==> src/rtl/core/lsf_pkg.sv <==
// ============================================================================
// lsf_pkg
// Shared widths, codes and defaults for the learning switch forwarder.
// ============================================================================
package lsf_pkg;

    // Item field widths
    localparam int ADDR_W    = 8;
    localparam int PORT_W    = 3;
    localparam int NUM_PORTS = 8;
    localparam int MASK_W    = NUM_PORTS;

    // Default address table size
    localparam int NUM_ADDRESSES_DEFAULT = 256;

    // Configuration port
    localparam int APB_ADDR_W = 3;
    localparam int APB_DATA_W = 32;
    localparam int REG_IDX_W  = 1;

    typedef enum logic [REG_IDX_W-1:0] {
        REG_PORT_MASK = 1'b0
    } reg_idx_t;

    typedef enum logic [0:0] {
        CMD_FORWARD = 1'b0,
        CMD_INSTALL = 1'b1
    } cmd_t;

endpackage

==> src/rtl/core/lsf_channels.sv <==
// ============================================================================
// lsf channel interfaces
// Valid/ready channels for frame items and forwarding decision items.
// ============================================================================
interface lsf_frame_if
    import lsf_pkg::*;
();
    logic              valid;
    logic              ready;
    logic [0:0]        cmd;
    logic [ADDR_W-1:0] source_addr;
    logic [ADDR_W-1:0] dest_addr;
    logic [PORT_W-1:0] in_port;

    modport source (output valid, cmd, source_addr, dest_addr, in_port, input ready);
    modport sink   (input valid, cmd, source_addr, dest_addr, in_port, output ready);
endinterface

interface lsf_decision_if
    import lsf_pkg::*;
();
    logic              valid;
    logic              ready;
    logic [MASK_W-1:0] forward_mask;
    logic              flooded;
    logic              hit;

    modport source (output valid, forward_mask, flooded, hit, input ready);
    modport sink   (input valid, forward_mask, flooded, hit, output ready);
endinterface

==> src/rtl/core/learning_switch_forwarder_core.sv <==
// ============================================================================
// learning_switch_forwarder_core
// Learning bridge forwarding decision: learns source to port, looks up the
// destination, and floods on a miss.
// ============================================================================
//
//  channel   | dir | handshake     | payload
//  ----------+-----+---------------+---------------------------------------
//  frame     | in  | valid/ready   | cmd, source_addr, dest_addr, in_port
//  decision  | out | valid/ready   | forward_mask, flooded, hit
//  apb       | in  | psel/penable  | port_mask at byte address 0
//
//  One item per cycle while the decision side is not stalled. The acceptance
//  edge reads the port memory into the lookup stage, which then loads the
//  decision register once the output is free. Learn write and lookup read
//  share the acceptance edge; a lookup of the address being learned is bypassed.
//  Reset clears all valid bits at once; no sweep, items accepted right away.
//  A stalled decision holds the result stage, which then drops frame.ready.
//
module learning_switch_forwarder_core
    import lsf_pkg::*;
#(
    parameter int NUM_ADDRESSES = NUM_ADDRESSES_DEFAULT
)
(
    input  logic                  clk,
    input  logic                  rst_n,
    lsf_frame_if.sink             frame,
    lsf_decision_if.source        decision,
    input  logic                  psel,
    input  logic                  penable,
    input  logic                  pwrite,
    input  logic [APB_ADDR_W-1:0] paddr,
    input  logic [APB_DATA_W-1:0] pwdata,
    output logic [APB_DATA_W-1:0] prdata,
    output logic                  pready
);

    // Addresses are 8 bits wide, so at most 256 entries are reachable.
    localparam int ADDR_SPAN   = 1 << ADDR_W;
    localparam int TABLE_DEPTH = (NUM_ADDRESSES < ADDR_SPAN) ? NUM_ADDRESSES : ADDR_SPAN;
    localparam int IDX_W       = $clog2(TABLE_DEPTH);
    // rounded-up reciprocal; exact quotient for every 8-bit address
    localparam int RECIP       = (65536 + TABLE_DEPTH - 1) / TABLE_DEPTH;

    // addr mod TABLE_DEPTH by reciprocal multiplication
    function automatic logic [IDX_W-1:0] table_index(input logic [ADDR_W-1:0] addr);
        logic [ADDR_W+15:0] prod;
        logic [ADDR_W-1:0]  quo;
        logic [15:0]        back;
        logic [15:0]        rem;
        prod = {16'b0, addr} * (ADDR_W+16)'(RECIP);
        quo  = prod[ADDR_W+15:16];
        back = 16'(quo) * 16'(TABLE_DEPTH);
        rem  = 16'(addr) - back;
        return rem[IDX_W-1:0];
    endfunction

    logic [MASK_W-1:0]      port_mask_reg;
    logic [TABLE_DEPTH-1:0] valid_reg;
    logic [PORT_W-1:0]      port_mem [TABLE_DEPTH];
    logic [PORT_W-1:0]      rd_port_reg;

    logic                   s1_valid_reg;
    logic [0:0]             s1_cmd_reg;
    logic [PORT_W-1:0]      s1_in_port_reg;
    logic                   s1_bypass_reg;
    logic                   s1_entry_valid_reg;

    logic                   out_valid_reg;
    logic [MASK_W-1:0]      out_mask_reg;
    logic                   out_flooded_reg;
    logic                   out_hit_reg;

    logic                   frame_acc;
    logic                   s1_move;
    logic [IDX_W-1:0]       src_idx;
    logic [IDX_W-1:0]       dst_idx;
    logic                   cfg_write;

    logic [MASK_W-1:0]      mask_next;
    logic                   flooded_next;
    logic                   hit_next;
    logic [PORT_W-1:0]      hit_port;

    assign src_idx   = table_index(frame.source_addr);
    assign dst_idx   = table_index(frame.dest_addr);

    assign s1_move   = s1_valid_reg && (!out_valid_reg || decision.ready);
    assign frame.ready = !s1_valid_reg || s1_move;
    assign frame_acc = frame.valid && frame.ready;

    // ---- configuration port ----
    assign pready    = 1'b1;
    assign cfg_write = psel && penable && pwrite && pready
                       && (paddr[APB_ADDR_W-1 -: REG_IDX_W] == REG_PORT_MASK);

    always_comb
    begin
        prdata = '0;
        if (paddr[APB_ADDR_W-1 -: REG_IDX_W] == REG_PORT_MASK)
        begin
            prdata = {{(APB_DATA_W-MASK_W){1'b0}}, port_mask_reg};
        end
    end

    always_ff @(posedge clk or negedge rst_n)
    begin
        if (!rst_n)
        begin
            port_mask_reg <= '0;
        end
        else if (cfg_write)
        begin
            port_mask_reg <= pwdata[MASK_W-1:0];
        end
    end

    // ---- port memory: learn write and lookup read in the same cycle ----
    always_ff @(posedge clk)
    begin
        if (frame_acc)
        begin
            port_mem[src_idx] <= frame.in_port;
            rd_port_reg       <= port_mem[dst_idx];
        end
    end

    // ---- valid bits, cleared at reset ----
    always_ff @(posedge clk or negedge rst_n)
    begin
        if (!rst_n)
        begin
            valid_reg <= '0;
        end
        else if (frame_acc)
        begin
            valid_reg[src_idx] <= 1'b1;
        end
    end

    // ---- lookup stage ----
    always_ff @(posedge clk or negedge rst_n)
    begin
        if (!rst_n)
        begin
            s1_valid_reg <= 1'b0;
        end
        else if (frame_acc)
        begin
            s1_valid_reg <= 1'b1;
        end
        else if (s1_move)
        begin
            s1_valid_reg <= 1'b0;
        end
    end

    always_ff @(posedge clk)
    begin
        if (frame_acc)
        begin
            s1_cmd_reg         <= frame.cmd;
            s1_in_port_reg     <= frame.in_port;
            // same-cycle learn of the looked-up address: memory returns old data
            s1_bypass_reg      <= (src_idx == dst_idx);
            s1_entry_valid_reg <= valid_reg[dst_idx];
        end
    end

    assign hit_port = s1_bypass_reg ? s1_in_port_reg : rd_port_reg;

    always_comb
    begin
        mask_next    = '0;
        flooded_next = 1'b0;
        hit_next     = 1'b0;
        if (s1_cmd_reg == CMD_FORWARD)
        begin
            if (s1_bypass_reg || s1_entry_valid_reg)
            begin
                mask_next = MASK_W'(1) << hit_port;
                hit_next  = 1'b1;
            end
            else
            begin
                mask_next    = port_mask_reg & ~(MASK_W'(1) << s1_in_port_reg);
                flooded_next = 1'b1;
            end
        end
    end

    // ---- output register ----
    always_ff @(posedge clk or negedge rst_n)
    begin
        if (!rst_n)
        begin
            out_valid_reg <= 1'b0;
        end
        else if (s1_move)
        begin
            out_valid_reg <= 1'b1;
        end
        else if (decision.ready)
        begin
            out_valid_reg <= 1'b0;
        end
    end

    always_ff @(posedge clk)
    begin
        if (s1_move)
        begin
            out_mask_reg    <= mask_next;
            out_flooded_reg <= flooded_next;
            out_hit_reg     <= hit_next;
        end
    end

    assign decision.valid        = out_valid_reg;
    assign decision.forward_mask = out_mask_reg;
    assign decision.flooded      = out_flooded_reg;
    assign decision.hit          = out_hit_reg;

endmodule

==> src/flat_wrapper.sv <==
// flat-port wrapper written by rule: the top's interface ports become plain ports
module learning_switch_forwarder_core_flat import lsf_pkg::*;
#(
    parameter int NUM_ADDRESSES = NUM_ADDRESSES_DEFAULT
)
  (clk, rst_n, psel, penable, pwrite, paddr, pwdata, prdata, pready, frame_valid, frame_cmd, frame_source_addr, frame_dest_addr, frame_in_port, frame_ready, decision_valid, decision_forward_mask, decision_flooded, decision_hit, decision_ready);
  lsf_frame_if frame_i ();
  lsf_decision_if decision_i ();
  input  logic clk;
  input  logic rst_n;
  input  logic psel;
  input  logic penable;
  input  logic pwrite;
  input  logic [APB_ADDR_W-1:0] paddr;
  input  logic [APB_DATA_W-1:0] pwdata;
  output logic [APB_DATA_W-1:0] prdata;
  output logic pready;
  input wire logic [$bits(frame_i.valid)-1:0] frame_valid;
  input wire logic [$bits(frame_i.cmd)-1:0] frame_cmd;
  input wire logic [$bits(frame_i.source_addr)-1:0] frame_source_addr;
  input wire logic [$bits(frame_i.dest_addr)-1:0] frame_dest_addr;
  input wire logic [$bits(frame_i.in_port)-1:0] frame_in_port;
  output wire logic [$bits(frame_i.ready)-1:0] frame_ready;
  output wire logic [$bits(decision_i.valid)-1:0] decision_valid;
  output wire logic [$bits(decision_i.forward_mask)-1:0] decision_forward_mask;
  output wire logic [$bits(decision_i.flooded)-1:0] decision_flooded;
  output wire logic [$bits(decision_i.hit)-1:0] decision_hit;
  input wire logic [$bits(decision_i.ready)-1:0] decision_ready;
  assign frame_i.valid = frame_valid;
  assign frame_i.cmd = frame_cmd;
  assign frame_i.source_addr = frame_source_addr;
  assign frame_i.dest_addr = frame_dest_addr;
  assign frame_i.in_port = frame_in_port;
  assign frame_ready = frame_i.ready;
  assign decision_valid = decision_i.valid;
  assign decision_forward_mask = decision_i.forward_mask;
  assign decision_flooded = decision_i.flooded;
  assign decision_hit = decision_i.hit;
  assign decision_i.ready = decision_ready;
  learning_switch_forwarder_core #(.NUM_ADDRESSES(NUM_ADDRESSES)) u_core (.clk(clk), .rst_n(rst_n), .frame(frame_i), .decision(decision_i), .psel(psel), .penable(penable), .pwrite(pwrite), .paddr(paddr), .pwdata(pwdata), .prdata(prdata), .pready(pready));
endmodule
==> config.mk <==
export PLATFORM = sky130hd
export DESIGN_NAME = learning_switch_forwarder_core_flat
export DESIGN_NICKNAME = d
export VERILOG_FILES = /design/src/rtl/core/lsf_pkg.sv /design/src/rtl/core/lsf_channels.sv /design/src/rtl/core/learning_switch_forwarder_core.sv /design/src/flat_wrapper.sv
export SDC_FILE = /design/constraint.sdc
export NUM_CORES = 1
export LEC_CHECK = 0
export ABC_CLOCK_PERIOD_IN_PS = 4000
export BUFFER_PORTS_ARGS = -buffer_cell sky130_fd_sc_hd__buf_2
export CAP_MARGIN = 20
export CORE_MARGIN = 2
export CORE_UTILIZATION = 67
export DETAILED_ROUTE_END_ITERATION = 8
export PLACE_DENSITY = 0.84
export REMOVE_ABC_BUFFERS = 1
export SYNTH_ARGS = -nofsm -noshare
export SYNTH_HDL_FRONTEND = slang
export SYNTH_SLANG_ARGS = --single-unit
==> constraint.sdc <==
create_clock -name clk -period 4 [get_ports clk]
set_input_delay 0.8 -clock clk [delete_from_list [all_inputs] [get_ports clk]]
set_output_delay 0.8 -clock clk [all_outputs]
set_load 0.02 [all_outputs]
# Word level (Yosys, flattened, before mapping)
# Memory sizes are Yosys's and may differ from the RTL's. A register that Yosys moved wholly into a read port is not among the register bits.
# Index checks and enable logic that the tools add are counted.
dict set report op_classes {
  multipliers 0
  n_mux 15
  n_addsub 0
  order_cmp 3
  reduce_logical 13
  div 0
  n_eq_ne 1
  bitwise 4
  shift 2
}
# operator count
set op_table {}
lappend op_table {{OR 256 bit} 1}
lappend op_table {{< comparator 8 x 9 -> 1 bit, second input constant} 2}
lappend op_table {{two-way mux 8 bit} 2}
lappend op_table {{<< shifter 1 x 3 -> 8 bit, first input constant} 2}
lappend op_table {{two-way mux 1 bit} 10}
lappend op_table {{AND 8 bit} 1}
lappend op_table {{binary-select mux 1 bit (select 8 bit)} 1}
lappend op_table {{demux 1 bit (select 8 bit)} 1}
lappend op_table {{== test 8 bit} 1}
lappend op_table {{>= comparator 8 x 1 -> 1 bit, second input constant} 1}
lappend op_table {{NOT 8 bit} 1}
lappend op_table {{logical AND 1 bit} 6}
lappend op_table {{nonzero test 2 bit} 2}
lappend op_table {{logical OR 1 bit} 3}
lappend op_table {{two-way mux 3 bit} 1}
lappend op_table {{logical NOT 1 bit} 2}
lappend op_table {{NOT 1 bit} 1}
dict set report word_totals {
  input_bits 62
  rom_bits 0
  ff_bits 282
  out_inout_bits 45
  mem_count 1
  ramBits 768
  latch_bits 0
}
# memory words word_bits rd rd_clocked_by_memory_dff wr line_no
set memory_table {}
lappend memory_table {u_core.port_mem 256 3 1 1 1 learning_switch_forwarder_core.sv:61} ;# logic [PORT_W-1:0] port_mem [TABLE_DEPTH];

# Depth between registers and ports, before layout
dict set report logic_depth {
  ltp_word 7
  mapped_depth 12
  mapped_depth_nobuf 8
}

# Worst setup path after synthesis
# OpenSTA, ideal clock, no wires.
dict set report synth_timing {
  path_type {input port to flip-flop}
  from {input frame_dest_addr[1]}
  to {register u_core.rd_port_reg[0], read port of u_core.port_mem, data pin}
  arrival_ns 2.642
  setup_slack_ns 1.097
  setup_time_ns 0.261
  t_required_ns 3.739
  stages 8
  path_buffers 4
  cell_sequence {buf_2 -> buf_2 -> buf_2 -> buf_1 -> mux4_2 -> a221oi_1 -> o21ai_0 -> a311o_1}
}
# item line_no
set synth_lines {}
lappend synth_lines {{start: declaration} flat_wrapper.sv:21} ;# input wire logic [$bits(frame_i.dest_addr)-1:0] frame_dest_addr;
lappend synth_lines {{end: declaration} learning_switch_forwarder_core.sv:62} ;# logic [PORT_W-1:0] rd_port_reg;

==> run metrics <==
GRT Total Usage=32.9%; global-route wire length before repair=160000 microns; Netlist Area Pre-Place=42500 sq um; CTS Buf Count=98; # Post-CTS Setup Buffers=0; worst path arrival time=3590 ps; Syn Inst Count=2482; leak pwr=0.0176 uW; DRC violations left=0; Starting Density=67.6%; clock skew=33.0 ps; Critical R2R Capture=u_core.port_mem[145][2]; area grow syn2layout=11.4%; Startpoint Class=input pin; final wirelength=106000 microns; setup tns final=0 ps; Worst EP required=4410 ps; chip width=256 microns; Util after Layout=75.3%; FF-to-FF setup slack=1120 ps; Max Cap Viol=0; CTS sink count=1053; endpoints failing setup=0; Core Box Area=62900 sq um; CTS root buffer=clkbuf_16; commonest register cell after synthesis=edfxtp_1; post-CTS sizing=0; period utilization=79.4%; synth warn=0; clk slew on worst S/H paths=60 ps; Post-DP HPWL=60100 microns; Max stage delay on crit path=380 ps; CP Max Fanout=35; GRT met3 Usage=6.75%; max reg flops=768; Synth top area share=55.6%; worst r2r path cells=7; router iterations before antenna repair=8; synthesized flop and latch total=1053; number of synthesized flops with an enable pin=787; synth unique cells=55; Area contributors post-synth=edfxtp_1 56%, dfrtp_1 16%, mux4_2 11%, or2_2 3.8%, mux2i_1 3.0%; pwr dens=505 nW/um^2; H-tree lvl count=3; number of I/O port buffers=55; CP Cell Sequence=buf_8 > buf_12 > buf_12 > mux2i_1 > o22ai_1 > o32ai_1 > a211oi_1 > a21oi_1 > a22oi_1 > a311o_1; min-delay worst type=input pin to asynchronous set/reset pin; reg2reg start=u_core.s1_valid_reg; RePlAce Congestion=0.872; clk buf depth=3; Setup WS pre-CTS=309 ps; Max-slew headroom=33.1%; DRT iter0 DRCs=3437; crit-path most repeated cell=buf_12; Die Area=65400 sq um; fin crit period=3170 ps; Pins Over Slew Limit=0; CTS tree=built; async set-reset flop share out of synthesis=25.3%; Via density=6.97; area leader, netlist=edfxtp_1; total power=23900 uW; met1 usage=44.6%; most numerous cell in the Yosys netlist=edfxtp_1; vias=24436; outcome=finished clean; Overflow after GRT=0; CTS Hold Buffers Added=0; CP endpoint kind=flip-flop; drt wl/cell=30.2 microns; final worst setup slack=826 ps; met2 GRT Util=52.3%; CP max stage cell=a311o_1; # IOs=107; sequential area share after synthesis=71.3%; fin nets=2632; post-route cell area=47300 sq um; num rows=92; most frequent cells after synthesis=787 x edfxtp_1, 283 x nor2_1, 266 x dfrtp_1, 258 x or2_2, 205 x mux4_2; Skew-Pair Late Insertion Delay=670 ps; fmax=315 MHz; initial antenna violation count=3; Final Hold Viols=0; crit path kind=input pin to flip-flop; mean post-synth cell area=17.1 sq um; worst slew pin tran=999 ps; number of global-route vias before repair=25109; layout cells sized above 1=29.5%; Post-DP Area=43700 sq um; largest net degree at the start of global routing=126; antenna viol nets, final=0; grt peak-use layer=met2; worst vdd ir=0.301 mV; Die H=256 microns; RSZ-0062 raised after global routing=false
-- worst max path at each step --
stage,startpoint,to,slack (ps)
after floorplan,frame_dest_addr[3],u_core.s1_entry_valid_reg,910
final,frame_dest_addr[0],u_core.rd_port_reg[2],830
after CTS,frame_dest_addr[0],u_core.rd_port_reg[2],920
after global placement,frame_dest_addr[0],u_core.s1_entry_valid_reg,450
after global routing,frame_dest_addr[0],u_core.rd_port_reg[2],740
after detailed placement,frame_dest_addr[0],u_core.rd_port_reg[0],310
-- metrics by stage --
| stage | hold WS (ps) | cells |
|---|---|---|
| final | 197 | 3505 |
| after global routing | 259 | 3502 |
| after CTS | 240 | 3501 |
| after detailed placement | 447 | 3316 |
| after global placement | 443 | 3316 |
| after floorplan | 434 | 2338 |
-- where the power goes --
group          total, uW  internal, uW  leakage [uW]  switching, uW
Clock              10200          6080       0.00175           4150
Sequential         12100         12000        0.0107            146
Combinational       1530           613       0.00519            913
Total              23900         18700        0.0176           5210
-- cells by family (layout without fill, tap and decap cells) --
group / after synthesis / after routing / share of synthesized area (%)
flops: 1053 / 1053 / 71.3
simple gates: 656 / 656 / 7.69
mux: 347 / 347 / 14.3
compound gates: 242 / 242 / 4.01
buf+inv: 174 / 324 / 2.48
xor+xnor: 8 / 8 / 0.165
other cells: 2 / 29 / 0.0177
-- layout make-up --
cell class / count / area, sq um
flip-flops and latches: 1053 / 30300
clock buffers: 124 / 2720
repair buffers: 132 / 1130
multi-input cells: 1278 / 11200
inverters: 7 / 26.3
fillers: 3195 / 15500
diodes: 4 / 10.0
clock inverters: 61 / 855
well taps: 846 / 1060
-- cell usage in the layout (no fill, tap or decap), drive strengths merged, types with 45 or more instances in the layout --
cell type	n
nor2	283
mux2i	129
dfrtp	266
clkbuf	124
or2	258
edfxtp	787
buf	132
a22oi	45
nand2	45
mux4	207
-- worst max-delay path, delay by kind of cell --
kind,cells,cell delay [ps]
buf+inv,3,850
mux,1,280
compound gates,6,1560
-- per-layer routing --
metal,vias up,routed length [microns]
met5,-,23
met4,4,5380
met2,1923,51000
li1,9674,-
met1,12447,37100
met3,388,12200
(Power assumes the default switching activity.)
